[config.mk]
export PLATFORM = sky130hd
export DESIGN_NAME = cartridge_bank_mapper_with_irq
export DESIGN_NICKNAME = d
export VERILOG_FILES = /design/src/rtl/cbm_pkg.sv /design/src/rtl/cartridge_bank_mapper_with_irq.sv
export SDC_FILE = /design/constraint.sdc
export NUM_CORES = 1
export LEC_CHECK = 0
export ABC_AREA = 1
export BUFFER_PORTS_ARGS = -buffer_cell sky130_fd_sc_hd__buf_2
export CORE_ASPECT_RATIO = 0.6
export CORE_UTILIZATION = 45
export CTS_CLUSTER_DIAMETER = 40
export DETAILED_ROUTE_END_ITERATION = 8
export GPL_ROUTABILITY_DRIVEN = 0
export MAX_ROUTING_LAYER = met4
export PLACE_DENSITY_LB_ADDON = 0.05
export SLEW_MARGIN = 10
export SYNTH_ARGS = -nofsm -noshare
export SYNTH_HDL_FRONTEND = slang
export SYNTH_SLANG_ARGS = --single-unit
[constraint.sdc]
create_clock -name clk -period 4.2 [get_ports clk]
set_input_delay 0.21 -clock clk [delete_from_list [all_inputs] [get_ports clk]]
set_output_delay 0.21 -clock clk [all_outputs]
set_load 0.02 [all_outputs]
[src/rtl/cbm_pkg.sv]
// ----------------------------------------------------------------------------
// cbm_pkg: shared definitions for the cartridge bank mapper
// Request kinds, mapping target codes and the widths and constants that the
// mapper and its port checker both use.
// ----------------------------------------------------------------------------
package cbm_pkg;

  // request kinds on s_tuser
  localparam logic [1:0] CMD_WRITE  = 2'd0;
  localparam logic [1:0] CMD_READ   = 2'd1;
  localparam logic [1:0] CMD_LOOKUP = 2'd2;
  localparam logic [1:0] CMD_TICK   = 2'd3;

  // mapping targets on m_tuser
  localparam logic [2:0] TGT_NONE     = 3'd0;
  localparam logic [2:0] TGT_PRG_ROM  = 3'd1;
  localparam logic [2:0] TGT_CHR_ROM  = 3'd2;
  localparam logic [2:0] TGT_CHR_RAM  = 3'd3;
  localparam logic [2:0] TGT_NT_RAM   = 3'd4;

  // configuration register indexes
  localparam logic CFG_PRG_COUNT = 1'b0;
  localparam logic CFG_CHR_COUNT = 1'b1;

  localparam int PRG_COUNT_W = 7;
  localparam int CHR_COUNT_W = 9;
  localparam logic [PRG_COUNT_W-1:0] PRG_COUNT_RESET = 7'd64;
  localparam logic [CHR_COUNT_W-1:0] CHR_COUNT_RESET = 9'd256;

  localparam int PATTERN_SLOTS = 8;
  localparam int NT_SLOTS      = 4;
  localparam int RAM_PAGES     = 32;

  localparam logic [14:0] CNT_MAX  = 15'h7FFF;
  localparam logic [7:0]  RAM_BASE = 8'hE0;

  // remainder unit: 8-bit dividend, two quotient bits per cycle
  localparam int DIV_NUM_W      = 8;
  localparam int DIV_DEN_W      = 9;
  localparam int DIV_BITS_CYCLE = 2;
  localparam int DIV_CYCLES     = DIV_NUM_W / DIV_BITS_CYCLE;

endpackage

[src/rtl/cartridge_bank_mapper_with_irq.sv]
// Sequence: an accepted request goes straight to the done state unless a page wraps;
//   a wrapping page first passes through the shared 2-bit-per-cycle remainder unit.
// Only one request is in flight at a time: s_tready is low while it is. The output
//   register lets the next request in while a result waits.
// Reset (rst, synchronous): state and bank registers clear, page counts go to 64 and 256.
// ----------------------------------------------------------------------------
// cartridge_bank_mapper_with_irq: banked cartridge mapper with tick-counter IRQ
// CPU register writes/reads, PPU pattern/nametable lookups and a 15-bit
// up-counter that raises an IRQ at its top. Page wrap is a restoring remainder.
// ----------------------------------------------------------------------------
module cartridge_bank_mapper_with_irq (
  input  logic        clk,
  input  logic        rst,
  // request channel
  input  logic        s_tvalid,
  output logic        s_tready,
  input  logic [23:0] s_tdata,   // [15:0] address, [23:16] data
  input  logic [1:0]  s_tuser,   // [1:0] cmd
  // result channel
  output logic        m_tvalid,
  input  logic        m_tready,
  output logic [23:0] m_tdata,   // [7:0] read_data, [8] irq_line, [16:9] map_page, rest 0
  output logic [2:0]  m_tuser,   // [2:0] map_target
  // configuration
  input  logic        cfg_we,
  input  logic        cfg_index,
  input  logic [8:0]  cfg_data
);

  // sequencer states
  localparam logic [1:0] ST_IDLE = 2'd0;
  localparam logic [1:0] ST_CALC = 2'd1;
  localparam logic [1:0] ST_DONE = 2'd2;

  // CPU register selectors, address[15:11]
  localparam logic [4:0] RS_CNT_LO   = 5'h0A;  // 0x5000
  localparam logic [4:0] RS_CNT_HI   = 5'h0B;  // 0x5800
  localparam logic [4:0] RS_PAT_LO   = 5'h10;  // 0x8000
  localparam logic [4:0] RS_PAT_HI   = 5'h17;  // 0xB800
  localparam logic [4:0] RS_NT_LO    = 5'h18;  // 0xC000
  localparam logic [4:0] RS_NT_HI    = 5'h1B;  // 0xD800
  localparam logic [4:0] RS_PRG_LO   = 5'h1C;  // 0xE000
  localparam logic [4:0] RS_CTRL     = 5'h1D;  // 0xE800
  localparam logic [4:0] RS_PRG_HI   = 5'h1E;  // 0xF000

  localparam int SLOT_W = $clog2(cbm_pkg::PATTERN_SLOTS);
  localparam int NT_W   = $clog2(cbm_pkg::NT_SLOTS);
  localparam int STEP_W = $clog2(cbm_pkg::DIV_CYCLES);
  localparam int PRG_COUNT_W_L = cbm_pkg::PRG_COUNT_W;

  // configuration
  logic [cbm_pkg::PRG_COUNT_W-1:0] prg_page_count;
  logic [cbm_pkg::CHR_COUNT_W-1:0] chr_page_count;

  // mapper state
  logic [14:0] irq_count;
  logic        irq_enable;
  logic        irq_pending;
  logic [1:0]  tick_prescale;
  logic [7:0]  pattern_bank [cbm_pkg::PATTERN_SLOTS];
  logic [7:0]  nametable_sel [cbm_pkg::NT_SLOTS];
  logic [5:0]  prg_bank_low;
  logic [7:0]  ctrl_e800;
  logic [5:0]  prg_bank_high;

  // sequencer and divide unit
  logic [1:0]  state;
  logic [STEP_W-1:0] step;
  logic [cbm_pkg::DIV_NUM_W-1:0] div_num;
  logic [cbm_pkg::DIV_DEN_W-1:0] div_den;
  logic [cbm_pkg::DIV_DEN_W-1:0] div_rem;

  // result being built
  logic [7:0]  res_rd;
  logic        res_irq;
  logic [2:0]  res_tgt;
  logic [7:0]  res_page;

  // output register
  logic [7:0]  out_rd;
  logic        out_irq;
  logic [2:0]  out_tgt;
  logic [7:0]  out_page;

  logic accept;
  assign s_tready = (state == ST_IDLE);
  assign accept   = s_tvalid && s_tready;

  // request fields
  logic [1:0]  cmd;
  logic [15:0] addr;
  logic [7:0]  wdat;
  logic [4:0]  rsel;
  assign cmd  = s_tuser;
  assign addr = s_tdata[15:0];
  assign wdat = s_tdata[23:16];
  assign rsel = addr[15:11];

  // ---------------------------------------------------------------------------
  // Decode at accept: state updates plus the result, or the operands for the
  // remainder unit when a page must wrap.
  // ---------------------------------------------------------------------------
  logic [14:0] count_next;
  logic        enable_next;
  logic        pending_next;
  logic [1:0]  prescale_next;
  logic        pat_we, nt_we, prg_lo_we, ctrl_we, prg_hi_we;
  logic [SLOT_W-1:0] pat_idx;
  logic [NT_W-1:0]   nt_idx;
  logic [7:0]  acc_rd;
  logic [2:0]  acc_tgt;
  logic [7:0]  acc_page;
  logic        acc_mod;
  logic [cbm_pkg::DIV_NUM_W-1:0] acc_num;
  logic [cbm_pkg::DIV_DEN_W-1:0] acc_den;
  logic        in_reg_win;
  logic        in_io_win;
  logic [PRG_COUNT_W_L-1:0] prg_bank;
  logic [7:0]  chr_bank;
  logic        rom_only;

  always_comb begin
    count_next    = irq_count;
    enable_next   = irq_enable;
    pending_next  = irq_pending;
    prescale_next = tick_prescale;
    pat_we        = 1'b0;
    nt_we         = 1'b0;
    prg_lo_we     = 1'b0;
    ctrl_we       = 1'b0;
    prg_hi_we     = 1'b0;
    pat_idx       = rsel[SLOT_W-1:0];
    nt_idx        = rsel[NT_W-1:0];
    acc_rd        = 8'd0;
    acc_tgt       = cbm_pkg::TGT_NONE;
    acc_page      = 8'd0;
    acc_mod       = 1'b0;
    acc_num       = '0;
    acc_den       = '0;
    prg_bank      = '0;
    chr_bank      = 8'd0;
    rom_only      = 1'b0;
    in_io_win     = (addr >= 16'h4800) && (addr < 16'h6000);
    in_reg_win    = in_io_win || addr[15];

    case (cmd)
      cbm_pkg::CMD_WRITE: begin
        if (in_reg_win) begin
          if (rsel == RS_CNT_LO) begin
            count_next   = {irq_count[14:8], wdat};
            pending_next = 1'b0;
          end else if (rsel == RS_CNT_HI) begin
            count_next   = {wdat[6:0], irq_count[7:0]};
            enable_next  = wdat[7];
            pending_next = 1'b0;
          end else if (rsel inside {[RS_PAT_LO:RS_PAT_HI]}) begin
            pat_we = 1'b1;
          end else if (rsel inside {[RS_NT_LO:RS_NT_HI]}) begin
            nt_we = 1'b1;
          end else if (rsel == RS_PRG_LO) begin
            prg_lo_we = 1'b1;
          end else if (rsel == RS_CTRL) begin
            ctrl_we = 1'b1;
          end else if (rsel == RS_PRG_HI) begin
            prg_hi_we = 1'b1;
          end
        end
      end
      cbm_pkg::CMD_READ: begin
        if (in_io_win) begin
          if (rsel == RS_CNT_LO) begin
            acc_rd       = irq_count[7:0];
            pending_next = 1'b0;
          end else if (rsel == RS_CNT_HI) begin
            acc_rd       = {1'b0, irq_count[14:8]};
            pending_next = 1'b0;
          end
        end else if (addr[15]) begin
          case (addr[14:13])
            2'd0:    prg_bank = {1'b0, prg_bank_low};
            2'd1:    prg_bank = {1'b0, ctrl_e800[5:0]};
            2'd2:    prg_bank = {1'b0, prg_bank_high};
            default: prg_bank = prg_page_count - 1'b1;
          endcase
          acc_tgt = cbm_pkg::TGT_PRG_ROM;
          // zero page count acts as one page: everything maps to page 0
          if (prg_page_count != '0) begin
            acc_mod = 1'b1;
            acc_num = cbm_pkg::DIV_NUM_W'(prg_bank);
            acc_den = cbm_pkg::DIV_DEN_W'(prg_page_count);
          end
        end
      end
      cbm_pkg::CMD_LOOKUP: begin
        if (addr[15:13] == 3'd0) begin
          chr_bank = pattern_bank[addr[10 +: SLOT_W]];
          rom_only = addr[12] ? ctrl_e800[7] : ctrl_e800[6];
          if (chr_bank < cbm_pkg::RAM_BASE || rom_only) begin
            acc_tgt = cbm_pkg::TGT_CHR_ROM;
            if (chr_page_count != '0) begin
              acc_mod = 1'b1;
              acc_num = chr_bank;
              acc_den = chr_page_count;
            end
          end else begin
            acc_tgt  = cbm_pkg::TGT_CHR_RAM;
            acc_page = (chr_bank - cbm_pkg::RAM_BASE) & 8'(cbm_pkg::RAM_PAGES - 1);
          end
        end else if (addr < 16'h3000) begin
          chr_bank = nametable_sel[addr[10 +: NT_W]];
          if (chr_bank >= cbm_pkg::RAM_BASE) begin
            acc_tgt  = cbm_pkg::TGT_NT_RAM;
            acc_page = {7'd0, chr_bank[0]};
          end else begin
            acc_tgt = cbm_pkg::TGT_CHR_ROM;
            if (chr_page_count != '0) begin
              acc_mod = 1'b1;
              acc_num = chr_bank;
              acc_den = chr_page_count;
            end
          end
        end
      end
      default: begin
        // tick: on every third one an enabled counter advances, or raises the IRQ at its top
        if (tick_prescale == 2'd2) begin
          prescale_next = 2'd0;
          if (irq_enable) begin
            if (irq_count >= cbm_pkg::CNT_MAX) begin
              pending_next = 1'b1;
            end else begin
              count_next = irq_count + 15'd1;
            end
          end
        end else begin
          prescale_next = tick_prescale + 2'd1;
        end
      end
    endcase
  end

  // ---------------------------------------------------------------------------
  // Shared remainder unit: restoring division, two dividend bits per cycle.
  // ---------------------------------------------------------------------------
  logic [cbm_pkg::DIV_DEN_W:0]   div_try;
  logic [cbm_pkg::DIV_DEN_W-1:0] rem_w;
  logic [cbm_pkg::DIV_NUM_W-1:0] num_w;

  always_comb begin
    rem_w   = div_rem;
    num_w   = div_num;
    div_try = '0;
    for (int i = 0; i < cbm_pkg::DIV_BITS_CYCLE; i++) begin
      div_try = {rem_w, num_w[cbm_pkg::DIV_NUM_W-1]};
      num_w   = {num_w[cbm_pkg::DIV_NUM_W-2:0], 1'b0};
      if (div_try >= {1'b0, div_den}) begin
        div_try = div_try - {1'b0, div_den};
      end
      rem_w = div_try[cbm_pkg::DIV_DEN_W-1:0];
    end
  end

  logic out_free;
  assign out_free = !m_tvalid || m_tready;

  // configuration writes
  always_ff @(posedge clk) begin
    if (rst) begin
      prg_page_count <= cbm_pkg::PRG_COUNT_RESET;
      chr_page_count <= cbm_pkg::CHR_COUNT_RESET;
    end else if (cfg_we) begin
      case (cfg_index)
        cbm_pkg::CFG_PRG_COUNT: prg_page_count <= cfg_data[cbm_pkg::PRG_COUNT_W-1:0];
        default:                chr_page_count <= cfg_data;
      endcase
    end
  end

  // mapper state
  always_ff @(posedge clk) begin
    if (rst) begin
      irq_count     <= '0;
      irq_enable    <= 1'b0;
      irq_pending   <= 1'b0;
      tick_prescale <= '0;
      prg_bank_low  <= '0;
      ctrl_e800     <= '0;
      prg_bank_high <= '0;
      for (int i = 0; i < cbm_pkg::PATTERN_SLOTS; i++) pattern_bank[i] <= '0;
      for (int i = 0; i < cbm_pkg::NT_SLOTS; i++) nametable_sel[i] <= '0;
    end else if (accept) begin
      irq_count     <= count_next;
      irq_enable    <= enable_next;
      irq_pending   <= pending_next;
      tick_prescale <= prescale_next;
      if (pat_we)    pattern_bank[pat_idx] <= wdat;
      if (nt_we)     nametable_sel[nt_idx] <= wdat;
      if (prg_lo_we) prg_bank_low  <= wdat[5:0];
      if (ctrl_we)   ctrl_e800     <= wdat;
      if (prg_hi_we) prg_bank_high <= wdat[5:0];
    end
  end

  // sequencer
  always_ff @(posedge clk) begin
    if (rst) begin
      state <= ST_IDLE;
      step  <= '0;
    end else begin
      case (state)
        ST_IDLE: begin
          if (accept) begin
            state <= acc_mod ? ST_CALC : ST_DONE;
            step  <= '0;
          end
        end
        ST_CALC: begin
          step <= step + 1'b1;
          if (step == STEP_W'(cbm_pkg::DIV_CYCLES - 1)) begin
            state <= ST_DONE;
          end
        end
        ST_DONE: begin
          if (out_free) begin
            state <= ST_IDLE;
          end
        end
        default: state <= ST_IDLE;
      endcase
    end
  end

  // result and divide datapath
  always_ff @(posedge clk) begin
    if (accept) begin
      res_rd   <= acc_rd;
      res_irq  <= pending_next;
      res_tgt  <= acc_tgt;
      res_page <= acc_page;
      div_num  <= acc_num;
      div_den  <= acc_den;
      div_rem  <= '0;
    end else if (state == ST_CALC) begin
      div_num <= num_w;
      div_rem <= rem_w;
      if (step == STEP_W'(cbm_pkg::DIV_CYCLES - 1)) begin
        // remainder never exceeds the 8-bit dividend
        res_page <= rem_w[7:0];
      end
    end
  end

  // output register
  always_ff @(posedge clk) begin
    if (rst) begin
      m_tvalid <= 1'b0;
    end else if (state == ST_DONE && out_free) begin
      m_tvalid <= 1'b1;
    end else if (m_tready) begin
      m_tvalid <= 1'b0;
    end
  end

  always_ff @(posedge clk) begin
    if (state == ST_DONE && out_free) begin
      out_rd   <= res_rd;
      out_irq  <= res_irq;
      out_tgt  <= res_tgt;
      out_page <= res_page;
    end
  end

  assign m_tdata = {7'd0, out_page, out_irq, out_rd};
  assign m_tuser = out_tgt;

endmodule

Word-level counts from Yosys, hierarchy flattened
Memories as Yosys holds them, arrays and structs flattened.
Cells that the tools add are included.
{"block": "word_totals", "register_bits": 126, "ram_bits": 96, "in_bits": 41, "out_inout_bits": 29, "wordCells": 235, "mem_count": 2}
{"name": "pattern_bank", "words": 8, "width": 8, "rd": 1, "rd_ports_with_merged_regs": 0, "wr": 8, "line_no": "cartridge_bank_mapper_with_irq.sv:60", "rtl": "logic [7:0] pattern_bank [cbm_pkg::PATTERN_SLOTS];"}
{"name": "nametable_sel", "words": 4, "width": 8, "rd": 1, "rd_ports_with_merged_regs": 0, "wr": 4, "line_no": "cartridge_bank_mapper_with_irq.sv:61", "rtl": "logic [7:0] nametable_sel [cbm_pkg::NT_SLOTS];"}
{"block": "op_classes", "add_sub_neg": 7, "magnitude_cmp": 12, "eq_ne": 21, "mux": 127, "n_bitwise": 4, "n_reduce_logical": 38}
{"operator": "8-bit two-way mux", "count": 16}
{"operator": "15-bit two-way mux", "count": 6}
{"operator": "1-bit two-way mux", "count": 70}
{"operator": "9-bit two-way mux", "count": 7}
{"operator": "7-bit two-way mux", "count": 7}
{"operator": "15-bit case mux with 2 select lines", "count": 1}
{"operator": "7-bit case mux with 3 select lines", "count": 1}
{"operator": "10-bit by 9-bit greater-or-equal comparator with 1-bit output", "count": 2}
{"operator": "9-bit case mux with 2 select lines", "count": 1}
{"operator": "2-bit AND reduction", "count": 9}
{"operator": "9-bit subtractor", "count": 2}
{"operator": "16-bit by 15-bit greater-or-equal comparator with 1-bit output (second input constant)", "count": 1}
{"operator": "16-bit by 14-bit < comparator with 1-bit output (second input constant)", "count": 1}
{"operator": "16-bit by 15-bit < comparator with 1-bit output (second input constant)", "count": 1}
{"operator": "8-bit case mux with 2 select lines", "count": 1}
{"operator": "8-bit OR reduction", "count": 2}
{"operator": "15-bit by 1-bit adder with 15-bit output (second input constant)", "count": 1}
{"operator": "5-bit equality test (second input constant)", "count": 3}
{"operator": "15-bit greater-or-equal comparator (second input constant)", "count": 1}
{"operator": "2-bit two-way mux", "count": 7}
{"operator": "3-bit two-way mux", "count": 4}
{"operator": "2-bit != test (second input constant)", "count": 6}
{"operator": "2-bit nonzero test", "count": 6}
{"operator": "2-bit equality test (second input constant)", "count": 5}
{"operator": "30 further kinds", "count": 48}

Longest topological paths before layout
Gate-level depths: netlist of run 1.
{"block": "depth", "word_depth": 14, "ltp_mapped": 26}

Least setup slack after synthesis of run 1
OpenSTA, ideal clock, no wires.
{"block": "synth_path", "path_type": "register -> register", "startpoint": "register div_num[7] in the netlist's numbering", "endpoint": "register res_page[0] (data pin)", "setup_time_ns": 0.265, "arrival_time_ns": 3.413, "required_time_ns": 3.935, "setup_slack_ns": 0.522, "path_stages_with_launch": 25, "synth_period_minus_slack_ns": 3.678, "path_cell_list": "edfxtp_1 > inv_1 > ha_1 > inv_1 > fa_1 > nand3_1 > nand2_1 > nand2_1 > nand2_1 > nand2_1 > nand3_1 > buf_2 > o21ai_0 > inv_1 > fa_1 > nand3_1 > nand3_1 > nand2_1 > nand3_1 > a21boi_0 > nand3_2 > inv_2 > nand2_1 > nand3_1 > o211ai_1"}
{"block": "synth_between", "elab_chain_cells": 7, "elab_cells_between_ends": 8, "classes_between": "add/sub (1); order compare (2); mux (5)"}
{"item": "start: declaration", "line_no": "cartridge_bank_mapper_with_irq.sv:69", "rtl": "logic [cbm_pkg::DIV_NUM_W-1:0] div_num;"}
{"item": "start signal: assignment", "line_no": "cartridge_bank_mapper_with_irq.sv:340", "rtl": "div_num <= acc_num;"}
{"item": "start signal: assignment", "line_no": "cartridge_bank_mapper_with_irq.sv:344", "rtl": "div_num <= num_w;"}
{"item": "9-bit subtractor / 10-bit by 9-bit greater-or-equal comparator with 1-bit output (equally long branches)", "line_no": "cartridge_bank_mapper_with_irq.sv:257, cartridge_bank_mapper_with_irq.sv:256"}
{"item": "9-bit two-way mux *", "line_no": "cartridge_bank_mapper_with_irq.sv:256", "rtl": "if (div_try >= {1'b0, div_den}) begin"}
{"item": "10-bit by 9-bit greater-or-equal comparator with 1-bit output *", "line_no": "cartridge_bank_mapper_with_irq.sv:256"}
{"item": "9-bit two-way mux *", "line_no": "cartridge_bank_mapper_with_irq.sv:256"}
{"item": "8-bit two-way mux *", "line_no": "cartridge_bank_mapper_with_irq.sv:346", "rtl": "if (step == STEP_W'(cbm_pkg::DIV_CYCLES - 1)) begin"}
{"item": "8-bit two-way mux *", "line_no": "cartridge_bank_mapper_with_irq.sv:343", "rtl": "end else if (state == ST_CALC) begin"}
{"item": "8-bit two-way mux *", "line_no": "cartridge_bank_mapper_with_irq.sv:335", "rtl": "if (accept) begin"}
{"item": "end signal: assignment", "line_no": "cartridge_bank_mapper_with_irq.sv:339", "rtl": "res_page <= acc_page;"}
{"item": "end signal: assignment", "line_no": "cartridge_bank_mapper_with_irq.sv:348", "rtl": "res_page <= rem_w[7:0];"}
{"item": "end: declaration", "line_no": "cartridge_bank_mapper_with_irq.sv:77", "rtl": "logic [7:0] res_page;"}
Every way passes the cells marked *; elsewhere a longest branch is shown, timed or not. The select of a mux whose other input is x is not followed.
A chain may end at the register's enable or synchronous reset.

Final worst setup path of run 1
Same ends and word-level chain as after synthesis.

==> results of run 1 <==
## per-layer routing
| layer | part of all wire (%) | vias up | track usage, % |
|---|---|---|---|
| met4 | 1.2 | 0 | 4.11 |
| met5 | 0 | - | - |
| li1 | - | 4538 | - |
| met2 | 39 | 281 | 32.1 |
| met1 | 52 | 4346 | 41.4 |
| met3 | 7.2 | 34 | 4.11 |
## through the flow
step | worst slack, ns | instance area, µm²
finish | 0.365 | 12700
global route | 0.0504 | 12700
CTS | 0.231 | 12600
detailed placement | 0.256 | 11800
global placement | 0.329 | 11800
floorplan | 0.522 | 11300
## worst max-delay path: stages (launching register included)
cell and delay (ns):
edfxtp_1 0.41, inv_1 0.08, ha_1 0.16, inv_1 0.07
fa_1 0.40, nand3_1 0.09, nand2_1 0.10, nand2_1 0.09
nand2_1 0.10, nand2_1 0.12, nand3_2 0.14, o21ai_2 0.16
inv_1 0.09, fa_1 0.43, nand3_1 0.09, nand3_1 0.13
nand2_1 0.09, nand3_1 0.10, a21boi_1 0.18, nand3_2 0.13
buf_4 0.19, nand2_1 0.07, nand3_1 0.11, o211ai_1 0.12
## where the power goes
group	total (µW)	switching, µW	internal, µW	leakage (µW)
Combinational	1190	802	384	0.00290
Clock	2080	919	1160	0.000371
Sequential	2560	57.9	2500	0.00211
## placed cells by master (no fill, tap or decap), types with 6 or more instances in the layout
cell	count
xor2_1	7
buf_2	52
edfxtp_1	153
clkbuf_16	25
clkinv_1	14
buf_4	12
inv_2	9
conb_1	7
o21ai_0	82
nor3_1	7
inv_1	124
ha_1	25
dlygate4sd3_1	11
nor2_2	6
a21oi_1	74
dfxtp_1	69
nand4_1	16
nand3_1	80
xnor2_1	7
nand3_2	10
o22ai_1	19
nand2_1	305
nor2_1	217
o211ai_1	6
## flip-flops by register name (all words and copies together), names as in the netlist, 3 cells and up
register / flops
irq_count: 15
nametable_sel: 32
prg_bank_low: 6
res_tgt: 3
div_rem: 9
pattern_bank: 64
res_page: 8
res_rd: 8
ctrl_e800: 8
prg_page_count: 7
out_page: 8
out_rd: 8
m_tuser: 3
div_num: 8
chr_page_count: 9
div_den: 9
prg_bank_high: 6
## worst min path at each step
stage	slack (ns)	to	startpoint
2_1_floorplan	0.32	chr_page_count[8]$_SDFFE_PP1P_	cfg_data[8]
5_1_grt	0.1	step[1]$_SDFFE_PP0P_	rst
6_report	0.10	state[0]$_SDFFE_PP0P_	rst
4_1_cts	0.08	state[0]$_SDFFE_PP0P_	rst
3_5_place_dp	0.41	out_rd[7]$_DFFE_PP_	res_rd[7]$_SDFFCE_PN0P_
3_3_place_gp	0.41	out_rd[7]$_DFFE_PP_	res_rd[7]$_SDFFCE_PN0P_
## area by class of cell
class                   instances  area [µm²]  share of cell area, %
clock buffers                  28         637                   5.03
inverters                     141         533                   4.21
flip-flops and latches        222        5980                   47.2
well taps                     322         403                   3.18
multi-input cells             917        4520                   35.7
repair buffers                 75         460                   3.64
clock inverters                18         130                   1.03
## Yosys cell counts, types with 3 or more instances
master,n,area (µm²)
edfxtp_1,153,4590
clkinv_1,6,22.5
nor2_2,5,31.3
buf_6,3,33.8
nor3_1,7,35.0
inv_1,124,465
ha_1,25,313
dfxtp_1,69,1380
o22ai_1,19,119
o21ai_0,86,430
a21oi_1,74,370
clkbuf_1,29,109
a31oi_1,4,25.0
buf_2,7,35.0
nand2_1,305,1140
nand3_1,81,405
xnor2_1,7,61.3
xor2_1,7,61.3
nand4_1,16,100
nor2_1,218,818
nand2_4,4,45.0
inv_2,10,37.5
o211ai_1,6,45.0
nand3_2,9,90.1
nor4_1,4,25.0
buf_4,17,128
## cell families after synthesis
group | after synthesis
AND/OR/NAND/NOR | 662
flip-flops | 222
AO/OA/AOI/OAI | 207
buffers and inverters | 197
adder cells (fa/ha/maj) | 27
XOR/XNOR | 14
other | 1
## timing repair
action,4_1_cts,5_1_grt
endpoints found under the hold margin,17,0
endpoints found under the setup margin,0,13
gates resized for setup,0,11
hold buffers,11,0
==> out/results.ini, run 1 <==
[route]
wl_per_cell_um = 18.2
drtIter0Drc = 801
drcViolationCount = 7
routed_wl_mm = 31.3
firstDrtPassIters = 7
postRouteAntennaNets = 0
num_vias = 9199
vias_per_cell = 5.34

[timing]
clock.fmax_mhz = 261
rsz0062_at_grt = false
hold_ws_ns = 0.101
slew_headroom_pct = 36.8
setup_viol = 0
finClkSkew_ns = 0.0222
final_hold_viol_count = 0
final_max_slew_viol_count = 0
min_period_ns = 3.84
worst-slew-pin-transition_ns = 0.941
period_share_pct = 91.3
fin_setup_tns_ns = 0

[min_path]
holdPathStages = 2
min-delay-path-class = in -> reg

[cts]
tritoncts = built
cts_buffers = 25
clk_pin_slew_ns = 0.06
cts_root_buf = clkbuf_16
post_cts_buffers = 0
numClockSinks = 222
cts_buffer_depth = 3
h-tree-depth = 1
clk_latency_ns = 0.55

[synthesis]
netlist_area_um2 = 11300
yosys_most_used_dff = edfxtp_1
ys_seq_area_share_pct = 53.0
synth_cells = 1330
synthDistinctLibCells = 52
synthMuxAreaShare_pct = 0
synth_compound_area_share_pct = 10.1
synth_fa_ha_area_share_pct = 3.13
ys_warn_count = 0
synth_xor_area_share_pct = 1.09
synth_edf_count = 153
synthArstFlopShare_pct = 0
synth.avg_cell_area_um2 = 8.48
synth-simple-area-share_pct = 25.3
synth.ff_latch_count = 222
synth_top_family_by_area = simple AND/OR/NAND/NOR gates

[critical_path]
r2r_slack_ns = 0.36
path_class = reg -> reg
crit_start = div_num[7]$_DFFE_PP_
crit_path_max_fanout = 9
cp.required_ns = 4.57
r2r-start = div_num[7]$_DFFE_PP_
r2r-end = res_page[0]$_DFFE_PP_
reg2reg_depth = 23
worst_setup_path_start_kind = register
cp-endpoint = res_page[0]$_DFFE_PP_
crit_path_end_kind = register
arrival_ns = 4.20

[final_layout]
num_antenna_cells = 0
layout.cells.non_filler = 1723
fin_nets = 1450
fin_util_pct = 51.9
drive_gt1_share_pct = 10.4
area_growth_pct = 12.2
fill_cells = 2345

[floorplan]
ios = 70
start_util_pct = 46.3
rows = 44
die_y_um = 125
die_area_um2 = 25700
fp.dieW_um = 206
core_um2 = 24400

[global_routing]
grt_usage_pct = 25.2
antenna_found_initial = 0
grt_max_degree = 46
grt_remaining_overflow = 0
grt_pass1_vias = 8204
grt_pass1_wl_mm = 47.9

[job]
drv_cap = 0

[outcome]
violations = design-rule violations
status = finished, violations left

[placement]
hpwlAfterDp_mm = 22.0
port-buffer-count = 52
dp.cells = 1666

[power]
p_per_area_nw_per_um2 = 461
p_leak_uw = 0.00538
ir_drop_uv = 239
p_total_uw = 5830

No activity file was read; power rests on OpenSTA's default activity.
==> run 2: changes to the inputs <==
--- a/config.mk
+++ b/config.mk
@@ -9,6 +9,7 @@
 export BUFFER_PORTS_ARGS = -buffer_cell sky130_fd_sc_hd__buf_2
 export CORE_ASPECT_RATIO = 0.6
 export CORE_UTILIZATION = 45
+export CTS_BUF_LIST = sky130_fd_sc_hd__clkbuf_4 sky130_fd_sc_hd__clkbuf_8
 export CTS_CLUSTER_DIAMETER = 40
 export DETAILED_ROUTE_END_ITERATION = 8
 export GPL_ROUTABILITY_DRIVEN = 0
==> run 2 against run 1 <==
Net effect: the flow still finishes with violations (design-rule violations); wire length up 1.0%; maximum frequency decreased by 0.51%; clock-buffer cell count is 24 higher; critical path type unchanged.
==> out/results.ini, run 2 (same netlist as run 1, synthesis figures left out) <==
[min_path]
min-delay-path-class = in -> reg
worstHoldStart = rst
holdPathStages = 2
whs_endpoint = state[0]$_SDFFE_PP0P_

[timing]
slew_headroom_pct = 34.6
finClkSkew_ns = 0.0227
final_max_slew_viol_count = 0
period_share_pct = 91.8
min_period_ns = 3.85
fin_setup_tns_ns = 0
worst-slew-pin-transition_ns = 0.974
final_hold_viol_count = 0
hold_ws_ns = 0.0814
setup_viol = 0
rsz0062_at_grt = false
clock.fmax_mhz = 259

[cts]
clk_pin_slew_ns = 0.07
tritoncts = built
clk_latency_ns = 0.54
cts_buffer_depth = 3
cts_root_buf = clkbuf_8
cts_buffers = 37
h-tree-depth = 2
numClockSinks = 222

[power]
sw_frac_of_total_pct = 31.1
p_per_area_nw_per_um2 = 445
p_int_uw = 3850
ir_drop_uv = 187
power_frac_comb_pct = 21.3
p_leak_uw = 0.00538
seqPwrFrac_pct = 45.9
switching_power_uw = 1740
clkPwrFrac_pct = 32.9

[critical_path]
crit_path_max_fanout = 9
path_class = reg -> reg
r2r-start = div_num[7]$_DFFE_PP_
crit_path_end_kind = register
r2r-end = res_page[0]$_DFFE_PP_
reg2reg_depth = 23
worst_setup_path_start_kind = register
r2r_slack_ns = 0.35
cp.required_ns = 4.57
arrival_ns = 4.22

[final_layout]
reg.largest.list = pattern_bank (64), nametable_sel (32), irq_count (15)
final_cell_mix = 305 x nand2_1, 217 x nor2_1, 153 x edfxtp_1
regMostFlops = pattern_bank
fill_cells = 2373
drive_gt1_share_pct = 11.9
fin_nets = 1462
num_antenna_cells = 0
layout_commonest_cell = nand2_1
largest_reg_flops = 64
area_growth_pct = 11.4

[global_routing]
grt_usage_pct = 25.5
antenna_found_initial = 0
grt_pass1_wl_mm = 48.3
grt_max_degree = 46
grt_pass1_vias = 8339
grt_remaining_overflow = 0

[outcome]
status = finished, violations left
violations = design-rule violations

[route]
vias_per_cell = 5.36
num_vias = 9320
firstDrtPassIters = 7
drcViolationCount = 7
routed_wl_mm = 31.6
postRouteAntennaNets = 0
wl_per_cell_um = 18.2
drtIter0Drc = 940

[floorplan]
ios = 70
start_util_pct = 46.3
die_y_um = 125
fp.dieW_um = 206
core_um2 = 24400
rows = 44
die_area_um2 = 25700

[placement]
hpwlAfterDp_mm = 22.0
port-buffer-count = 52

[job]
drv_cap = 0

-- run 2: cell types whose count changed in the layout (fill, tap and decap cells not counted), sizes merged --
cell / previous run / this run
clkinvlp: 2 / 0
inv: 137 / 134
bufinv: 1 / 0
clkbuf: 28 / 52
clkinv: 19 / 17
-- run 2: repair_timing --
action / CTS / global route
buffers inserted: 0 / 0
endpoints found under the setup margin: 0 / 14
hold endpoints to repair: 16 / 0
resized for setup: 0 / 11
hold buffers: 11 / 0
-- run 2: critical path, cell delays in order, from the launching register on --
cell and delay [ns]:
edfxtp_1 0.41, inv_1 0.08, ha_1 0.16, inv_1 0.07, fa_1 0.40, nand3_1 0.08, nand2_1 0.10, nand2_1 0.09
nand2_1 0.10, nand2_1 0.11, nand3_2 0.14, o21ai_2 0.17, inv_1 0.09, fa_1 0.43, nand3_1 0.09, nand3_1 0.14
nand2_1 0.09, nand3_1 0.11, a21boi_1 0.19, nand3_2 0.13, buf_4 0.19, nand2_1 0.07, nand3_1 0.11, o211ai_1 0.12
-- run 2: final cells by class --
| type | instances | area (µm²) | share of cell area (%) |
|---|---|---|---|
| clock buffers | 52 | 628 | 5.00 |
| well taps | 322 | 403 | 3.21 |
| multi-input cells | 917 | 4520 | 36.0 |
| repair buffers | 75 | 460 | 3.66 |
| inverters | 141 | 533 | 4.24 |
| flip-flops and latches | 222 | 5980 | 47.6 |
| clock inverters | 10 | 45.0 | 0.359 |
-- run 2: per-layer routing --
layer,track usage [%],vias up,routed length (µm)
met5,-,-,0
met4,5.15,0,362
met3,4.26,37,2010
met2,32.2,278,12400
met1,41.6,4452,16900
li1,-,4553,-
-- run 2: power groups by stage --
stage | Clock, µW | Sequential (µW) | Combinational (µW)
5_1_grt | 1980 | 2580 | 1330
3_5_place_dp | 0 | 2610 | 1140
4_1_cts | 1880 | 2560 | 1160
2_1_floorplan | 0 | 2610 | 817
3_3_place_gp | 0 | 2610 | 1130
6_report | 1840 | 2560 | 1190
-- run 2: through the flow --
step                setup WS (ns)  power, µW  instance area [µm²]  utilization [%]  cells
CTS                         0.229       5600                12500             51.4   1739
finish                      0.345       5590                12600             51.5   1739
global route               0.0487       5880                12600             51.5   1739
floorplan                   0.522       3430                11300                -   1336
global placement            0.329       3740                11800             48.2   1666
detailed placement          0.256       3750                11800             48.2   1666
-- run 2: how the worst max path moves through the flow --
stage / startpoint / endpoint / cells past startpoint
global placement: div_num[7]$_DFFE_PP_ / res_page[0]$_DFFE_PP_ / 23
global route: div_num[7]$_DFFE_PP_ / res_page[0]$_DFFE_PP_ / 24
finish: div_num[7]$_DFFE_PP_ / res_page[0]$_DFFE_PP_ / 23
CTS: div_num[7]$_DFFE_PP_ / res_page[0]$_DFFE_PP_ / 23
detailed placement: div_num[7]$_DFFE_PP_ / res_page[0]$_DFFE_PP_ / 23
floorplan: div_num[7]$_DFFE_PP_ / res_page[0]$_DFFE_PP_ / 24
